`config.mk`:
```
export PLATFORM = sky130hd
export DESIGN_NAME = packet_classifier_tree_beacon_flat
export DESIGN_NICKNAME = d
export VERILOG_FILES = /design/src/hdl/pctb_pkg.sv /design/src/hdl/pctb_ifs.sv /design/src/hdl/pctb_tree_update.sv /design/src/hdl/packet_classifier_tree_beacon.sv /design/src/flat_wrapper.sv
export SDC_FILE = /design/constraint.sdc
export NUM_CORES = 1
export LEC_CHECK = 0
export BUFFER_PORTS_ARGS = -buffer_cell sky130_fd_sc_hd__buf_4
export CAP_MARGIN = 40
export CORE_ASPECT_RATIO = 1.25
export CORE_UTILIZATION = 51
export CTS_CLUSTER_SIZE = 28
export DETAILED_ROUTE_END_ITERATION = 6
export GPL_TIMING_DRIVEN = 0
export PLACE_DENSITY = 0.83
export REMOVE_ABC_BUFFERS = 1
export SLEW_MARGIN = 20
export SYNTH_ARGS = -nofsm -noshare
export SYNTH_HDL_FRONTEND = slang
export SYNTH_SLANG_ARGS = --single-unit
```
`constraint.sdc`:
```
create_clock -name clk -period 2.9 [get_ports clk]
set_input_delay 0.58 -clock clk [delete_from_list [all_inputs] [get_ports clk]]
set_output_delay 0.58 -clock clk [all_outputs]
set_load 0.05 [all_outputs]
```
`src/hdl/pctb_pkg.sv`:
```
// -----------------------------------------------------------------------------
// pctb_pkg
// Types and codes shared by the tree beacon packet classifier.
// -----------------------------------------------------------------------------
package pctb_pkg;

	localparam int CfgIdxW  = 8;
	localparam int CfgDataW = 16;

	// Configuration register indexes.
	typedef enum logic [CfgIdxW-1:0] {
		REG_MIN_SIGNAL       = 8'd0,
		REG_NETWORK_ID       = 8'd1,
		REG_NODE_ADDRESS     = 8'd2,
		REG_TREE_BEACON_CODE = 8'd3
	} reg_idx_t;

	// Header packet kinds.
	typedef enum logic [3:0] {
		KIND_DATA      = 4'd0,
		KIND_BEACON    = 4'd1,
		KIND_REPORT    = 4'd2,
		KIND_REQUEST   = 4'd3,
		KIND_RESPONSE  = 4'd4,
		KIND_OPEN_PATH = 4'd5,
		KIND_CONFIG    = 4'd6,
		KIND_WEB       = 4'd7
	} kind_t;

	// Result classes.
	typedef enum logic [3:0] {
		CLS_FILTERED   = 4'd0,
		CLS_BEACON     = 4'd1,
		CLS_NOT_FOR_ME = 4'd2,
		CLS_DATA       = 4'd3,
		CLS_RESPONSE   = 4'd4,
		CLS_OPEN_PATH  = 4'd5,
		CLS_CONFIG     = 4'd6,
		CLS_WEB        = 4'd7,
		CLS_REPORT     = 4'd8
	} class_t;

	localparam logic [8:0] VersionSlack = 9'd2;
	localparam logic [8:0] HopStep      = 9'd1;
	localparam logic [7:0] NoPathHops   = 8'd255;

	typedef struct packed {
		logic [7:0]  signal_strength;
		logic [7:0]  packet_network;
		logic [3:0]  packet_kind;
		logic [15:0] next_hop_address;
		logic [15:0] source_address;
		logic [7:0]  beacon_kind;
		logic [7:0]  beacon_version;
		logic [7:0]  beacon_depth;
	} rx_item_t;

	typedef struct packed {
		class_t      packet_class;
		logic        send_beacon;
		logic [7:0]  out_version;
		logic [7:0]  out_hops;
		logic [15:0] out_sink;
		logic [15:0] out_parent;
	} res_item_t;

	typedef struct packed {
		logic [7:0]  min_signal;
		logic [7:0]  network_id;
		logic [15:0] node_address;
		logic [7:0]  tree_beacon_code;
	} cfg_regs_t;

	typedef struct packed {
		logic [7:0]  version;
		logic [7:0]  hops;
		logic [15:0] parent;
		logic [7:0]  parent_sig;
		logic [15:0] sink;
	} tree_state_t;

endpackage

```
`src/hdl/pctb_ifs.sv`:
```
// -----------------------------------------------------------------------------
// pctb channel interfaces
// Valid/ready channels for headers, results and register writes.
// -----------------------------------------------------------------------------
interface pctb_rx_if;
	logic               valid;
	logic               ready;
	pctb_pkg::rx_item_t item;

	modport source (output valid, output item, input ready);
	modport sink (input valid, input item, output ready);
endinterface

interface pctb_res_if;
	logic                valid;
	logic                ready;
	pctb_pkg::res_item_t item;

	modport source (output valid, output item, input ready);
	modport sink (input valid, input item, output ready);
endinterface

interface pctb_cfg_if;
	logic                          valid;
	logic                          ready;
	logic [pctb_pkg::CfgIdxW-1:0]  index;
	logic [pctb_pkg::CfgDataW-1:0] data;

	modport source (output valid, output index, output data, input ready);
	modport sink (input valid, input index, input data, output ready);
endinterface

```
`src/hdl/pctb_tree_update.sv`:
```
// -----------------------------------------------------------------------------
// pctb_tree_update
// Filters and classifies one header and works out the next tree state.
// -----------------------------------------------------------------------------
module pctb_tree_update (
	input  pctb_pkg::rx_item_t    item,
	input  pctb_pkg::cfg_regs_t   regs,
	input  pctb_pkg::tree_state_t state_cur,
	output pctb_pkg::tree_state_t state_nxt,
	output pctb_pkg::res_item_t   result
);

	logic                passed;
	logic                is_tree;
	logic                far_older;
	logic                newer;
	logic                shorter;
	logic [8:0]          ver_plus;
	logic [8:0]          depth_plus;
	pctb_pkg::class_t    cls;
	pctb_pkg::class_t    kind_cls;
	logic                send;

	assign ver_plus   = {1'b0, item.beacon_version} + pctb_pkg::VersionSlack;
	assign depth_plus = {1'b0, item.beacon_depth} + pctb_pkg::HopStep;

	assign passed  = (item.signal_strength >= regs.min_signal)
		&& (item.packet_network == regs.network_id);
	assign is_tree = passed && (item.packet_kind == pctb_pkg::KIND_BEACON)
		&& (item.beacon_kind == regs.tree_beacon_code);

	assign far_older = {1'b0, state_cur.version} > ver_plus;
	assign newer     = item.beacon_version > state_cur.version;
	assign shorter   = (item.beacon_version == state_cur.version)
		&& (depth_plus < {1'b0, state_cur.hops});

	always_comb begin
		unique case (item.packet_kind)
			pctb_pkg::KIND_DATA:      kind_cls = pctb_pkg::CLS_DATA;
			pctb_pkg::KIND_RESPONSE:  kind_cls = pctb_pkg::CLS_RESPONSE;
			pctb_pkg::KIND_OPEN_PATH: kind_cls = pctb_pkg::CLS_OPEN_PATH;
			pctb_pkg::KIND_CONFIG:    kind_cls = pctb_pkg::CLS_CONFIG;
			pctb_pkg::KIND_WEB:       kind_cls = pctb_pkg::CLS_WEB;
			default:                  kind_cls = pctb_pkg::CLS_REPORT;
		endcase
	end

	always_comb begin
		priority if (!passed) begin
			cls = pctb_pkg::CLS_FILTERED;
		end else if (item.packet_kind == pctb_pkg::KIND_BEACON) begin
			cls = pctb_pkg::CLS_BEACON;
		end else if (item.next_hop_address == regs.node_address) begin
			cls = kind_cls;
		end else begin
			cls = pctb_pkg::CLS_NOT_FOR_ME;
		end
	end

	always_comb begin
		state_nxt = state_cur;
		send      = 1'b0;
		if (is_tree) begin
			priority if (far_older) begin
				state_nxt.version = item.beacon_version;
			end else if (newer || shorter) begin
				state_nxt.version    = item.beacon_version;
				state_nxt.hops       = depth_plus[7:0];
				state_nxt.parent     = item.source_address;
				state_nxt.parent_sig = item.signal_strength;
				state_nxt.sink       = item.next_hop_address;
				send                 = 1'b1;
			end else begin
				state_nxt = state_cur;
			end
		end
	end

	assign result.packet_class = cls;
	assign result.send_beacon  = send;
	assign result.out_version  = state_nxt.version;
	assign result.out_hops     = state_nxt.hops;
	assign result.out_sink     = state_nxt.sink;
	assign result.out_parent   = state_nxt.parent;

endmodule

```
`src/hdl/packet_classifier_tree_beacon.sv`:
```
// -----------------------------------------------------------------------------
// packet_classifier_tree_beacon
// Filters received headers, tracks the routing tree from tree beacons and
// classifies the remaining packets for this node.
// -----------------------------------------------------------------------------
//  Channel | Direction | Beat carries
//  --------+-----------+------------------------------------------------
//  rx      | in        | one received packet header
//  res     | out       | class, rebroadcast flag and tree state after it
//  cfg     | in        | register index and write data
//
// A header is registered in stage one on acceptance, and its result is then
// registered in the result register, which holds it while res stalls. A new
// header can be taken every cycle while res does not stall; throughput is set
// by the single compare-and-select update of the tree state registers.
// Reset clears the valid flags and the tree state (hop count to 255, meaning no
// path yet) and sets the configuration registers to defaults. When the result
// register is stalled, one more header is still taken into the input register.
// -----------------------------------------------------------------------------
module packet_classifier_tree_beacon (
	input  logic          clk,
	input  logic          arst_n,
	pctb_rx_if.sink       rx,
	pctb_res_if.source    res,
	pctb_cfg_if.sink      cfg
);

	// Configuration registers. The port never stalls; writes to indexes
	// outside the register list are dropped.
	pctb_pkg::cfg_regs_t regs_q;

	assign cfg.ready = 1'b1;

	always_ff @(posedge clk or negedge arst_n) begin
		if (!arst_n) begin
			regs_q.min_signal       <= 8'd0;
			regs_q.network_id       <= 8'd1;
			regs_q.node_address     <= 16'd0;
			regs_q.tree_beacon_code <= 8'd1;
		end else if (cfg.valid && cfg.ready) begin
			unique case (cfg.index)
				pctb_pkg::REG_MIN_SIGNAL:       regs_q.min_signal       <= cfg.data[7:0];
				pctb_pkg::REG_NETWORK_ID:       regs_q.network_id       <= cfg.data[7:0];
				pctb_pkg::REG_NODE_ADDRESS:     regs_q.node_address     <= cfg.data;
				pctb_pkg::REG_TREE_BEACON_CODE: regs_q.tree_beacon_code <= cfg.data[7:0];
				default: ;
			endcase
		end
	end

	// Stage one holds the accepted header. Stage two is the result register.
	// The header moves on whenever the result register is empty or is being
	// drained in the same cycle.
	logic                  valid_s1;
	pctb_pkg::rx_item_t    item_s1;
	logic                  valid_s2;
	pctb_pkg::res_item_t   item_s2;
	logic                  advance;

	assign advance  = valid_s1 && (!valid_s2 || res.ready);
	assign rx.ready = !valid_s1 || advance;

	always_ff @(posedge clk or negedge arst_n) begin
		if (!arst_n) begin
			valid_s1 <= 1'b0;
		end else if (rx.ready) begin
			valid_s1 <= rx.valid;
		end
	end

	always_ff @(posedge clk) begin
		if (rx.valid && rx.ready) begin
			item_s1 <= rx.item;
		end
	end

	// The tree state changes only when a header moves into the result
	// register, so the next header in stage one always sees the state that
	// the previous header left behind.
	pctb_pkg::tree_state_t state_q;
	pctb_pkg::tree_state_t state_nxt;
	pctb_pkg::res_item_t   result;

	pctb_tree_update u_update (
		.item      (item_s1),
		.regs      (regs_q),
		.state_cur (state_q),
		.state_nxt (state_nxt),
		.result    (result)
	);

	always_ff @(posedge clk or negedge arst_n) begin
		if (!arst_n) begin
			state_q.version    <= 8'd0;
			state_q.hops       <= pctb_pkg::NoPathHops;
			state_q.parent     <= 16'd0;
			state_q.parent_sig <= 8'd0;
			state_q.sink       <= 16'd0;
			valid_s2           <= 1'b0;
		end else begin
			if (advance) begin
				state_q <= state_nxt;
			end
			if (!valid_s2 || res.ready) begin
				valid_s2 <= valid_s1;
			end
		end
	end

	always_ff @(posedge clk) begin
		if (advance) begin
			item_s2 <= result;
		end
	end

	assign res.valid = valid_s2;
	assign res.item  = item_s2;

endmodule

```
`src/flat_wrapper.sv`:
```
// flat-port wrapper written by rule: the top's interface ports become plain ports
module packet_classifier_tree_beacon_flat 
  (clk, arst_n, rx_valid, rx_item, rx_ready, res_valid, res_item, res_ready, cfg_valid, cfg_index, cfg_data, cfg_ready);
  pctb_rx_if rx_i ();
  pctb_res_if res_i ();
  pctb_cfg_if cfg_i ();
  input  logic clk;
  input  logic arst_n;
  input wire logic [$bits(rx_i.valid)-1:0] rx_valid;
  input wire logic [$bits(rx_i.item)-1:0] rx_item;
  output wire logic [$bits(rx_i.ready)-1:0] rx_ready;
  output wire logic [$bits(res_i.valid)-1:0] res_valid;
  output wire logic [$bits(res_i.item)-1:0] res_item;
  input wire logic [$bits(res_i.ready)-1:0] res_ready;
  input wire logic [$bits(cfg_i.valid)-1:0] cfg_valid;
  input wire logic [$bits(cfg_i.index)-1:0] cfg_index;
  input wire logic [$bits(cfg_i.data)-1:0] cfg_data;
  output wire logic [$bits(cfg_i.ready)-1:0] cfg_ready;
  assign rx_i.valid = rx_valid;
  assign rx_i.item = rx_item;
  assign rx_ready = rx_i.ready;
  assign res_valid = res_i.valid;
  assign res_item = res_i.item;
  assign res_i.ready = res_ready;
  assign cfg_i.valid = cfg_valid;
  assign cfg_i.index = cfg_index;
  assign cfg_i.data = cfg_data;
  assign cfg_ready = cfg_i.ready;
  packet_classifier_tree_beacon u_core (.clk(clk), .arst_n(arst_n), .rx(rx_i), .res(res_i), .cfg(cfg_i));
endmodule
```
# Yosys cells after proc, flatten, opt, wreduce, memory -nomap -nowiden
# Index checks and enable logic that the tools add are counted.
[word_totals] regBits=227 latchBits=0 ram_bits=0 romBits=0 inputBits=105 output_inout_bits=56 wordCells=78 memories=0
[classes] add_sub_neg=2 mul=0 div=0 order_cmp=4 n_eq_ne=12 n_shift=0 muxes=8 bitwise_logic=4 n_reduce_logical=21
[op_table] operator="$mux W56" count=2
[op_table] operator="$mux W48" count=1
[op_table] operator="$eq A8 B8 Y1" count=3
[op_table] operator="$pmux W4 S5" count=1
[op_table] operator="$eq A16 B16 Y1" count=1
[op_table] operator="$eq A4 B3 Y1 const B" count=4
[op_table] operator="$eq A8 B2 Y1 const B" count=2
[op_table] operator="$add A8 B1 Y9 const B" count=1
[op_table] operator="$add A8 B2 Y9 const B" count=1
[op_table] operator="$gt A8 B9 Y1" count=1
[op_table] operator="$lt A9 B8 Y1" count=1
[op_table] operator="$eq A8 B1 Y1 const B" count=1
[op_table] operator="$ge A8 B8 Y1" count=1
[op_table] operator="$gt A8 B8 Y1" count=1
[op_table] operator="$logic_not A8 Y1" count=1
[op_table] operator="$mux W8" count=1
[op_table] operator="$reduce_and A2 Y1" count=4
[op_table] operator="$logic_and A1 B1 Y1" count=6
[op_table] operator="$eq A4 B1 Y1 const B" count=1
[op_table] operator="$logic_not A4 Y1" count=1
[op_table] operator="$not A1 Y1" count=4
[op_table] operator="$reduce_and A4 Y1" count=1
[op_table] operator="$reduce_or A2 Y1" count=2
[op_table] operator="$logic_or A1 B1 Y1" count=3
[op_table] operator="other kinds (4)" count=6

# Logic depth before layout (Yosys ltp)
# Gate-level depths: netlist (run 1).
[logic_depth] word_depth=7 mapped_depth=12 depth_no_buf=11

# By module
# From an unflattened synthesis (run 1), not the netlist that was laid out.
[hier_totals] cells_unflattened=657 area_unflattened_um2=10204.8
[by_module_without_submodules] mod="packet_classifier_tree_beacon" instances=1 cells_each=346 area_per_inst_um2=7652.3 seq_area_each_um2=6338.6
[by_module_without_submodules] mod="pctb_tree_update" instances=1 cells_each=311 area_per_inst_um2=2552.4 seq_area_each_um2=0.0

# Worst setup path before layout (run 1)
# OpenSTA, ideal clock, no wires.
[synth_timing] path_type="reg2reg" startpoint="reg u_core.valid_s2 (netlist: u_core.res.valid)" endpoint="reg u_core.item_s1[0] (netlist bit) (enable)" setup_time_ns=0.442 arrival_ns=2.972 required_time_ns=2.458 path_slack_ns=-0.514 path_stages_with_launch=3 n_path_buf=0 synth_period_minus_slack_ns=3.414 cell_sequence="dfrtp_1 -> nand3b_1 -> and2_1"
[synth_between] elab_chain_cells=5
[synth_lines] item="start, declared" line_no="packet_classifier_tree_beacon.sv:56" source="logic valid_s2;"
[synth_lines] item="start signal, assigned" line_no="packet_classifier_tree_beacon.sv:105" source="valid_s2 <= valid_s1;"
[synth_lines] item="$logic_not A1 Y1" line_no="packet_classifier_tree_beacon.sv:60" source="assign advance = valid_s1 && (!valid_s2 || res.ready);"
[synth_lines] item="$logic_or A1 B1 Y1" line_no="packet_classifier_tree_beacon.sv:60"
[synth_lines] item="$logic_and A1 B1 Y1" line_no="packet_classifier_tree_beacon.sv:60"
[synth_lines] item="$logic_or A1 B1 Y1" line_no="packet_classifier_tree_beacon.sv:61" source="assign rx.ready = !valid_s1 || advance;"
[synth_lines] item="named net rx_ready" line_no="flat_wrapper.sv:11" source="output wire logic [$bits(rx_i.ready)-1:0] rx_ready;"
[synth_lines] item="$logic_and A1 B1 Y1" line_no="packet_classifier_tree_beacon.sv:72" source="if (rx.valid && rx.ready) begin"
[synth_lines] item="end signal, assigned" line_no="packet_classifier_tree_beacon.sv:73" source="item_s1 <= rx.item;"
[synth_lines] item="end, declared" line_no="packet_classifier_tree_beacon.sv:55" source="pctb_pkg::rx_item_t item_s1;"
# The timed path passes the listed nets, and every way through them passes these cells.
# A chain may end at the register's enable or synchronous reset.

==> flow_metrics.env, run 1 <==
export IMPL_outcome="complete, but fails checks"
export IMPL_violations="setup timing"
export IMPL_timing_final_ws_setup_ns=-0.242
export IMPL_drt_iter0_markers=312
export IMPL_finalHoldViolCount=0
export IMPL_fin_crit_ns=3.14
export IMPL_syn_area_per_cell_um2=15.8
export IMPL_grt_usage=0.213
export IMPL_worst_pin_slew_ns=0.837
export IMPL_required_ns=3.16
export IMPL_multi_input_comb_area_um2=3440
export IMPL_skew_ns=0.0141
export IMPL_cp_slowest_cell="edfxtp_1"
export IMPL_setup_viol=82
export IMPL_fillCellCount=1190
export IMPL_initial_utilization=0.519
export IMPL_io_pins=161
export IMPL_p_per_area_nw_per_um2=571
export IMPL_drc=0
export IMPL_h_tree_depth=1
export IMPL_ant_nets=0
export IMPL_power_leakage_nw=5.38
export IMPL_start_kind="flop"
export IMPL_fp_dieH_um=153
export IMPL_path_buf_inv=4
export IMPL_synth_flop_cell="edfxtp_1"
export IMPL_clk_latency_ns=0.52
export IMPL_cpPeakStageDelay_ns=0.44
export IMPL_syn_inst=593
export IMPL_slew_violations=0
export IMPL_gp_congestion=0.807
export IMPL_fp_dieW_um=123
export IMPL_wirelength_um=20700
export IMPL_port_buffers=159
export IMPL_clock_path_buffers=3
export IMPL_yosys_warnings=0
export IMPL_min_delay_path_class="in -> reg"
export IMPL_grt_max_degree=91
export IMPL_seq_area_frac_synth=0.656
export IMPL_grt_first_pass_wirelength_um=31200
export IMPL_synthDominantCellAreaShare=0.414
export IMPL_syn_to_final_growth_pct=33.7
export IMPL_cts_sinks=219
export IMPL_die_area_um2=18900
export IMPL_path_clk_slew_ns=0.06
export IMPL_vdd_ir_drop_max_uv=492
export IMPL_synth_enable_flop_cells=129
export IMPL_dp_slack_ns=-1.12
export IMPL_wire_per_inst_um=19.6
export IMPL_yosys_area_top_type="edfxtp_1"
export IMPL_drv_cap=0
export IMPL_slew_headroom=0.440
export IMPL_finalCritPeriodShare=1.08
export IMPL_cts_tree="done"
export IMPL_grt_pass1_vias=6037
export IMPL_worstPathMaxFanout=5
export IMPL_synthArstFlopShare=0.411
export IMPL_cts_made_buffers=23
export IMPL_cts_root_buffer="clkbuf_16"
export IMPL_cp_top_family="buffers and inverters"
export IMPL_synth_distinct_cells=52
export IMPL_layout_common_cells="buf_4 (176), edfxtp_1 (129), dfrtp_1 (80), mux2_4 (76), mux2_2 (48)"
export IMPL_ys_ff_latch=219
export IMPL_antenna_found_initial=0
export IMPL_max_freq_mhz=318
export IMPL_crit_arrival_ns=3.41
export IMPL_dp_hpwl_um=13000
export IMPL_tns_ns=-14.03
export IMPL_rows=55
export IMPL_firstDrtPassIters=4
export IMPL_critical_path_class="reg -> reg"
export IMPL_cp_end_kind="flop"
export IMPL_rsz0062_at_grt="yes"
export IMPL_synth_area_um2=9360
export IMPL_final_common_cell="buf_4"
export IMPL_vias=5685
export IMPL_crit_chain="ha_4, buf_4, xor2_2, ha_1, a21oi_2, a21oi_1, o211a_1, or2_4, nor4_4, buf_6, buf_8, clkbuf_16, mux2_4"
export IMPL_synth_area_leaders="edfxtp_1 (41%), dfrtp_1 (21%), mux2_2 (15%), ha_1 (4.4%), dfstp_2 (2.8%)"
export IMPL_finalNetCount=948
export IMPL_diodes=0
export IMPL_layout_drive_gt1_share=0.482
export IMPL_seq_area_um2=6140
export IMPL_grt_overflow=0
export IMPL_via_per_inst=5.39
export IMPL_core_um2=18000
==> final cells by class <==
| cell class | instances | area share |
|---|---|---|
| Timing Repair Buffer | 204 | 0.144 |
| Multi-Input combinational cell | 332 | 0.275 |
| Tap cell | 228 | 0.0228 |
| Sequential cell | 219 | 0.490 |
| Inverter | 30 | 0.00920 |
| Clock inverter | 8 | 0.00610 |
| Clock buffer | 34 | 0.0533 |
==> cell usage after synthesis (2+ instances only) <==
| master | count |
|---|---|
| nor4_1 | 2 |
| a31oi_1 | 3 |
| xnor2_1 | 28 |
| or3_1 | 2 |
| nor3_1 | 8 |
| ha_1 | 33 |
| o21ai_0 | 11 |
| dfrtp_1 | 80 |
| nand3b_1 | 2 |
| a21o_1 | 2 |
| buf_2 | 3 |
| mux2i_1 | 4 |
| buf_6 | 8 |
| nand4_1 | 9 |
| a211oi_1 | 2 |
| mux2_1 | 4 |
| nand2b_1 | 7 |
| and3_1 | 2 |
| o211ai_1 | 2 |
| nand2_1 | 19 |
| xor2_1 | 15 |
| nor2b_1 | 2 |
| mux2_2 | 121 |
| nand3_1 | 13 |
| a21oi_1 | 9 |
| nor2_1 | 7 |
| and2_1 | 2 |
| o21bai_1 | 2 |
| inv_1 | 30 |
| edfxtp_1 | 129 |
| and4_1 | 2 |
| dfstp_2 | 10 |
==> routing by layer <==
layer  up-vias  share of wire  global-route usage
li1       2617              -                   -
met1      2840           0.40               0.269
met2       177           0.53               0.372
met3        51          0.048              0.0323
met4         0          0.026              0.0683
met5         -              0                   0
==> sequential cells by signal, indices dropped and copies added, names as in the netlist <==
name and cells:
u_core.res.item 53, u_core.item_s1 76, u_core.res.valid 1, u_core.valid_s1 1
u_core.state_q 48, u_core.regs_q 40
==> what timing repair did <==
action,CTS,global route
hold endpoints to repair,0,13
setup buffers,25,7
cloned,2,3
hold buffers,0,1
setup endpoints to repair,96,95
resized for setup,97,33
pin swaps,10,13
==> cell families (layout without fill, tap and decap cells) <==
group / Yosys count / after routing / share of synthesized area
flip-flops: 219 / 219 / 0.656
multiplexers: 129 / 129 / 0.155
AND/OR/NAND/NOR: 87 / 87 / 0.0553
XOR/XNOR: 43 / 43 / 0.0402
buffers and inverters: 42 / 276 / 0.0241
AO/OA/AOI/OAI: 39 / 39 / 0.0258
adder cells (fa/ha/maj): 33 / 33 / 0.0441
other: 1 / 1 / 0.000400
==> stage by stage <==
| step | hold slack, ns | util | instances | total power [W] | cell area, µm² |
|---|---|---|---|---|---|
| CTS | 0.184 | 0.678 | 1045 | 0.00717 | 12200 |
| detailed placement | 0.475 | 0.602 | 976 | 0.00428 | 10800 |
| floorplan | 0.284 | - | 581 | 0.00397 | 9250 |
| global route | 0.219 | 0.694 | 1055 | 0.00739 | 12500 |
| global placement | 0.465 | 0.595 | 968 | 0.00425 | 10700 |
| finish | 0.235 | 0.694 | 1055 | 0.00715 | 12500 |
==> path summary, 6_finish.rpt <==
| path | start | endpoint | slack [ns] | cells past startpoint |
|---|---|---|---|---|
| max | u_core.item_s1[1] | u_core.res.item[5] | -0.24 | 13 |
| min | rx_item[32] | u_core.item_s1[32] | 0.23 | 1 |
| max reg2reg | u_core.item_s1[1] | u_core.res.item[5] | -0.24 | 13 |
| min reg2reg | u_core.state_q[40] | u_core.state_q[40] | 0.50 | 2 |
| max in group asynchronous | arst_n | u_core.state_q[46] | 1.76 | 3 |
| min in group asynchronous | arst_n | u_core.state_q[31] | 0.47 | 2 |
==> where the power goes <==
group          switching [W]  internal (W)  total, W
registers          0.0000884       0.00348   0.00357
logic               0.000424      0.000290  0.000715
clock network        0.00118       0.00169   0.00287
(Power assumes the default switching activity.)
==> inputs of run 2 (changes only) <==
Settings changed: CORE_UTILIZATION 51 to 60, PLACE_DENSITY 0.83 to 0.92, TNS_END_PERCENT set to 5.
Clock period 2.9 ns to 4 ns, I/O delays scaled along.
==> flow_metrics.env, run 2 (same netlist as run 1, synthesis figures left out) <==
export IMPL_wirelength_um=19800
export IMPL_r2r_start="u_core.item_s1[11]"
export IMPL_multi_input_comb_area_um2=3000
export IMPL_rrSetupSlack_ns=0.25
export IMPL_antenna_found_initial=0
export IMPL_grt_first_pass_wirelength_um=31100
export IMPL_dr_wl_met2_um=10500
export IMPL_finalCritPeriodShare=0.937
export IMPL_firstDrtPassIters=5
export IMPL_ant_nets=0
export IMPL_outcome="finished, final reports clean"
export IMPL_p_per_area_nw_per_um2=457
export IMPL_fp_dieH_um=142
export IMPL_p_sw_frac=0.226
export IMPL_fin_crit_ns=3.75
export IMPL_io_pins=161
export IMPL_vias=5552
export IMPL_dp_slack_ns=-0.161
export IMPL_p_sw_w=0.00121
export IMPL_layout_common_cells="buf_4 (163), edfxtp_1 (129), mux2_2 (121), dfrtp_1 (80), ha_1 (33)"
export IMPL_wl_met1_um=7670
export IMPL_largest_reg_flops=76
export IMPL_clock_path_buffers=3
export IMPL_worst_pin_slew_ns=0.876
export IMPL_h_tree_depth=1
export IMPL_power_leakage_nw=5.13
export IMPL_grt_max_degree=91
export IMPL_cts_hold_buf=0
export IMPL_tns_ns=0
export IMPL_syn_to_final_growth_pct=25.1
export IMPL_finalNetCount=916
export IMPL_p_int_w=0.00415
export IMPL_required_ns=4.24
export IMPL_slew_violations=0
export IMPL_dp_cells=956
export IMPL_path_clk_slew_ns=0.06
export IMPL_wire_per_inst_um=19.7
export IMPL_grt_overflow=0
export IMPL_regMostFlops="u_core.item_s1"
export IMPL_total_power_w=0.00536
export IMPL_diodes=0
export IMPL_start_kind="flop"
export IMPL_setup_viol=0
export IMPL_slew_headroom=0.415
export IMPL_clk_latency_ns=0.51
export IMPL_routed_top_layer="met4"
export IMPL_rr_worst_depth=11
export IMPL_fillCellCount=865
export IMPL_initial_utilization=0.619
export IMPL_met3_length_um=873
export IMPL_drv_cap=0
export IMPL_endpoint="u_core.res.item[43]"
export IMPL_core_um2=15100
export IMPL_skew_ns=0.0231
export IMPL_cts_root_buffer="clkbuf_16"
export IMPL_drt_iter0_markers=389
export IMPL_p_seq_frac=0.483
export IMPL_dp_hpwl_um=13200
export IMPL_max_freq_mhz=267
export IMPL_pwr_share_comb=0.091
export IMPL_p_clk_frac=0.427
export IMPL_final_common_cell="buf_4"
export IMPL_fp_dieW_um=114
export IMPL_die_area_um2=16100
export IMPL_grt_usage=0.252
export IMPL_rsz0062_at_grt="no"
export IMPL_critical_path_class="reg -> reg"
export IMPL_seq_area_um2=6140
export IMPL_grt_pass1_vias=5971
export IMPL_cts_made_buffers=23
export IMPL_gp_congestion=0.831
export IMPL_critPathLaunch="u_core.item_s1[11]"
export IMPL_finalHoldViolCount=0
export IMPL_rows=50
export IMPL_fin_area_um2=11700
export IMPL_cts_sinks=219
export IMPL_cts_tree="done"
export IMPL_timing_rr_end="u_core.res.item[43]"
export IMPL_via_per_inst=5.54
export IMPL_timing_final_ws_setup_ns=0.252
export IMPL_drc=0
export IMPL_place_area_um2=10800
export IMPL_crit_arrival_ns=3.99
export IMPL_vdd_ir_drop_max_uv=465
export IMPL_min_delay_path_class="in -> async"
export IMPL_layout_drive_gt1_share=0.443
export IMPL_final_cells=1003
export IMPL_cp_end_kind="flop"
export IMPL_port_buffers=159
export IMPL_worstPathMaxFanout=8
==> run 2: how the worst min path moves through the flow <==
stage	to	cells past startpoint	startpoint	slack (ns)
final	u_core.regs_q[39]	1	arst_n	0.15
after CTS	u_core.state_q[36]	1	arst_n	0.41
after detailed placement	u_core.state_q[3]	1	u_core.state_q[3]	0.49
after floorplan	u_core.state_q[25]	1	u_core.state_q[25]	0.45
after global placement	u_core.state_q[29]	1	u_core.state_q[29]	0.46
after global routing	u_core.regs_q[36]	1	arst_n	0.14
==> run 2: power by group through the flow <==
stage               Clock (W)  Sequential, W  Combinational (W)
finish                0.00229        0.00259           0.000485
global route          0.00241        0.00260           0.000520
CTS                   0.00231        0.00259           0.000483
detailed placement          0        0.00263           0.000476
global placement            0        0.00263           0.000452
floorplan                   0        0.00273           0.000149
==> run 2: worst max-delay path, stage by stage (launching register included) <==
cell	delay, ns
edfxtp_1	0.50
and3_1	0.27
nand3_1	0.11
xor2_1	0.17
ha_1	0.33
a22oi_1	0.10
nand2_1	0.09
a31oi_1	0.06
nor3_2	0.51
o21bai_1	0.21
nor2b_1	0.73
mux2_2	0.42
==> run 2: layer usage <==
metal	vias up	global-route usage
li1	2560	-
met1	2757	0.307
met2	184	0.452
met3	51	0.0350
met4	0	0.100
met5	-	0
==> run 2: stage by stage <==
step	hold WS (ns)	util
2_1_floorplan	0.454	-
6_report	0.148	0.774
3_3_place_gp	0.463	0.707
3_5_place_dp	0.489	0.716
4_1_cts	0.413	0.771
5_1_grt	0.145	0.774
==> run 2: what timing repair did <==
action	CTS	global route
pin swaps	1	0
endpoints found under the hold margin	0	0
setup endpoints to repair	20	7
setup buffers	1	3
gates resized for setup	0	0
==> run 2: area by class of cell <==
class / instances / area share
multi-input combinational: 332 / 0.256
tap: 208 / 0.0222
timing repair buffer: 172 / 0.117
inverter: 30 / 0.00982
clock inverter: 14 / 0.0170
sequential: 219 / 0.524
clock buffer: 28 / 0.0533
==> inputs of run 3 (changes only) <==
Settings changed: CORE_UTILIZATION 60 to 61, SYNTH_HIERARCHICAL set to 1.
==> flow_metrics.env, run 3 <==
export IMPL_yosys_warnings=6
export IMPL_cp_slowest_cell="a21boi_2"
export IMPL_syn_inst=632
export IMPL_ant_nets=0
export IMPL_final_common_cell="buf_4"
export IMPL_fp_dieW_um=115
export IMPL_required_ns=4.38
export IMPL_core_um2=15600
export IMPL_skew_ns=0.0173
export IMPL_layout_drive_gt1_share=0.451
export IMPL_fillCellCount=943
export IMPL_h_tree_depth=1
export IMPL_vdd_ir_drop_max_uv=264
export IMPL_rows=51
export IMPL_cts_made_buffers=21
export IMPL_port_buffers=159
export IMPL_io_pins=161
export IMPL_drc=0
export IMPL_worst_pin_slew_ns=0.772
export IMPL_grt_max_degree=91
export IMPL_wirelength_um=19500
export IMPL_die_area_um2=16600
export IMPL_cts_repair_resized=0
export IMPL_wire_per_inst_um=19.8
export IMPL_cpPeakStageDelay_ns=0.49
export IMPL_max_freq_mhz=278
export IMPL_initial_utilization=0.627
export IMPL_finalNetCount=894
export IMPL_slew_headroom=0.481
export IMPL_grt_pass1_vias=5969
export IMPL_finalCritPeriodShare=0.899
export IMPL_firstDrtPassIters=4
export IMPL_clk_latency_ns=0.50
export IMPL_gp_congestion=0.859
export IMPL_drv_cap=0
export IMPL_cts_hold_buf=0
export IMPL_synth_area_um2=9800
export IMPL_rsz0062_at_grt="no"
export IMPL_drt_iter0_markers=329
export IMPL_power_leakage_nw=5.15
export IMPL_slew_violations=0
export IMPL_post_cts_buffers=0
export IMPL_min_delay_path_class="in -> async"
export IMPL_p_per_area_nw_per_um2=435
export IMPL_path_clk_slew_ns=0.07
export IMPL_clock_path_buffers=3
export IMPL_fp_dieH_um=144
export IMPL_total_power_w=0.00503
export IMPL_cts_tree="done"
export IMPL_finalHoldViolCount=0
export IMPL_grt_overflow=0
export IMPL_crit_chain="ha_1, nand3_1, nor2_1, xor2_1, ha_1, a21oi_1, o21ai_0, o21bai_1, a31oi_1, nand2_1, a21boi_2, mux2_2, mux2_2"
export IMPL_regMostFlops="u_core/item_s1"
export IMPL_critical_path_class="reg -> reg"
export IMPL_largest_reg_flops=76
export IMPL_diodes=0
export IMPL_layout_common_cells="buf_4 (158), edfxtp_1 (129), mux2_2 (101), dfrtp_1 (80), ha_1 (33)"
export IMPL_outcome="finished, final reports clean"
export IMPL_setup_viol=0
export IMPL_worstPathMaxFanout=8
export IMPL_start_kind="flop"
export IMPL_grt_first_pass_wirelength_um=29700
export IMPL_cts_root_buffer="clkbuf_16"
export IMPL_tns_ns=0
export IMPL_syn_area_per_cell_um2=15.5
export IMPL_cp_end_kind="flop"
export IMPL_cts_sinks=219
export IMPL_antenna_found_initial=0
export IMPL_vias=5457
export IMPL_fin_crit_ns=3.60
export IMPL_grt_usage=0.237
export IMPL_via_per_inst=5.55
export IMPL_dp_hpwl_um=13300
export IMPL_crit_arrival_ns=3.98
export IMPL_syn_to_final_growth_pct=18.1
-- run 3: per-stage QoR --
step	cells	util	area, µm²	hold slack (ns)	worst slack [ns]
2_1_floorplan	568	-	9330	0.457	-0.512
3_3_place_gp	939	0.690	10800	0.472	-1.75
3_5_place_dp	944	0.696	10900	0.490	0.466
4_1_cts	982	0.739	11500	0.424	0.428
5_1_grt	983	0.740	11600	0.115	0.200
6_report	983	0.740	11600	0.123	0.402
-- run 3: critical path: cells and delay by family (launching register included) --
kind,cells,cell delay [ns]
XOR/XNOR,1,0.21
AO/OA/AOI/OAI,5,1.18
adder cells (fa/ha/maj),2,0.51
AND/OR/NAND/NOR,3,0.47
multiplexers,2,0.68
flip-flops,1,0.43
-- run 3: layout make-up --
type	count	area, µm²	area share
flip-flops and latches	219	6140	0.530
multi-input cells	323	3100	0.268
repair buffers	165	1300	0.112
clock buffers	33	611	0.0528
well taps	212	265	0.0229
inverters	26	100	0.00865
clock inverters	5	57.6	0.00497
-- run 3: routing by layer --
layer | vias to the layer above | routed length (µm) | GRT usage
li1 | 2496 | - | -
met1 | 2756 | 7310 | 0.271
met2 | 162 | 10800 | 0.444
met3 | 43 | 696 | 0.0261
met4 | 0 | 719 | 0.102
met5 | - | 0 | 0
-- run 3: report_power, final --
| group | switching (W) | total (W) | internal [W] | leakage (nW) |
|---|---|---|---|---|
| clock network | 0.000818 | 0.00194 | 0.00112 | 0.328 |
| registers | 0.0000584 | 0.00258 | 0.00252 | 2.47 |
| logic | 0.000313 | 0.000519 | 0.000205 | 2.35 |
-- run 3: final timing paths --
| path | cells past startpoint | from | end | slack (ns) |
|---|---|---|---|---|
| max in group asynchronous | 2 | arst_n | u_core/state_q[40] | 3.19 |
| hold / removal | 1 | arst_n | u_core/state_q[24] | 0.12 |
| setup / recovery | 13 | u_core/item_s1[0] | u_core/state_q[53] | 0.40 |
| min in group clk | 1 | rx_item[26] | u_core/item_s1[26] | 0.47 |
| hold reg to reg | 1 | u_core/state_q[11] | u_core/state_q[11] | 0.50 |
| setup reg to reg | 13 | u_core/item_s1[0] | u_core/state_q[53] | 0.40 |
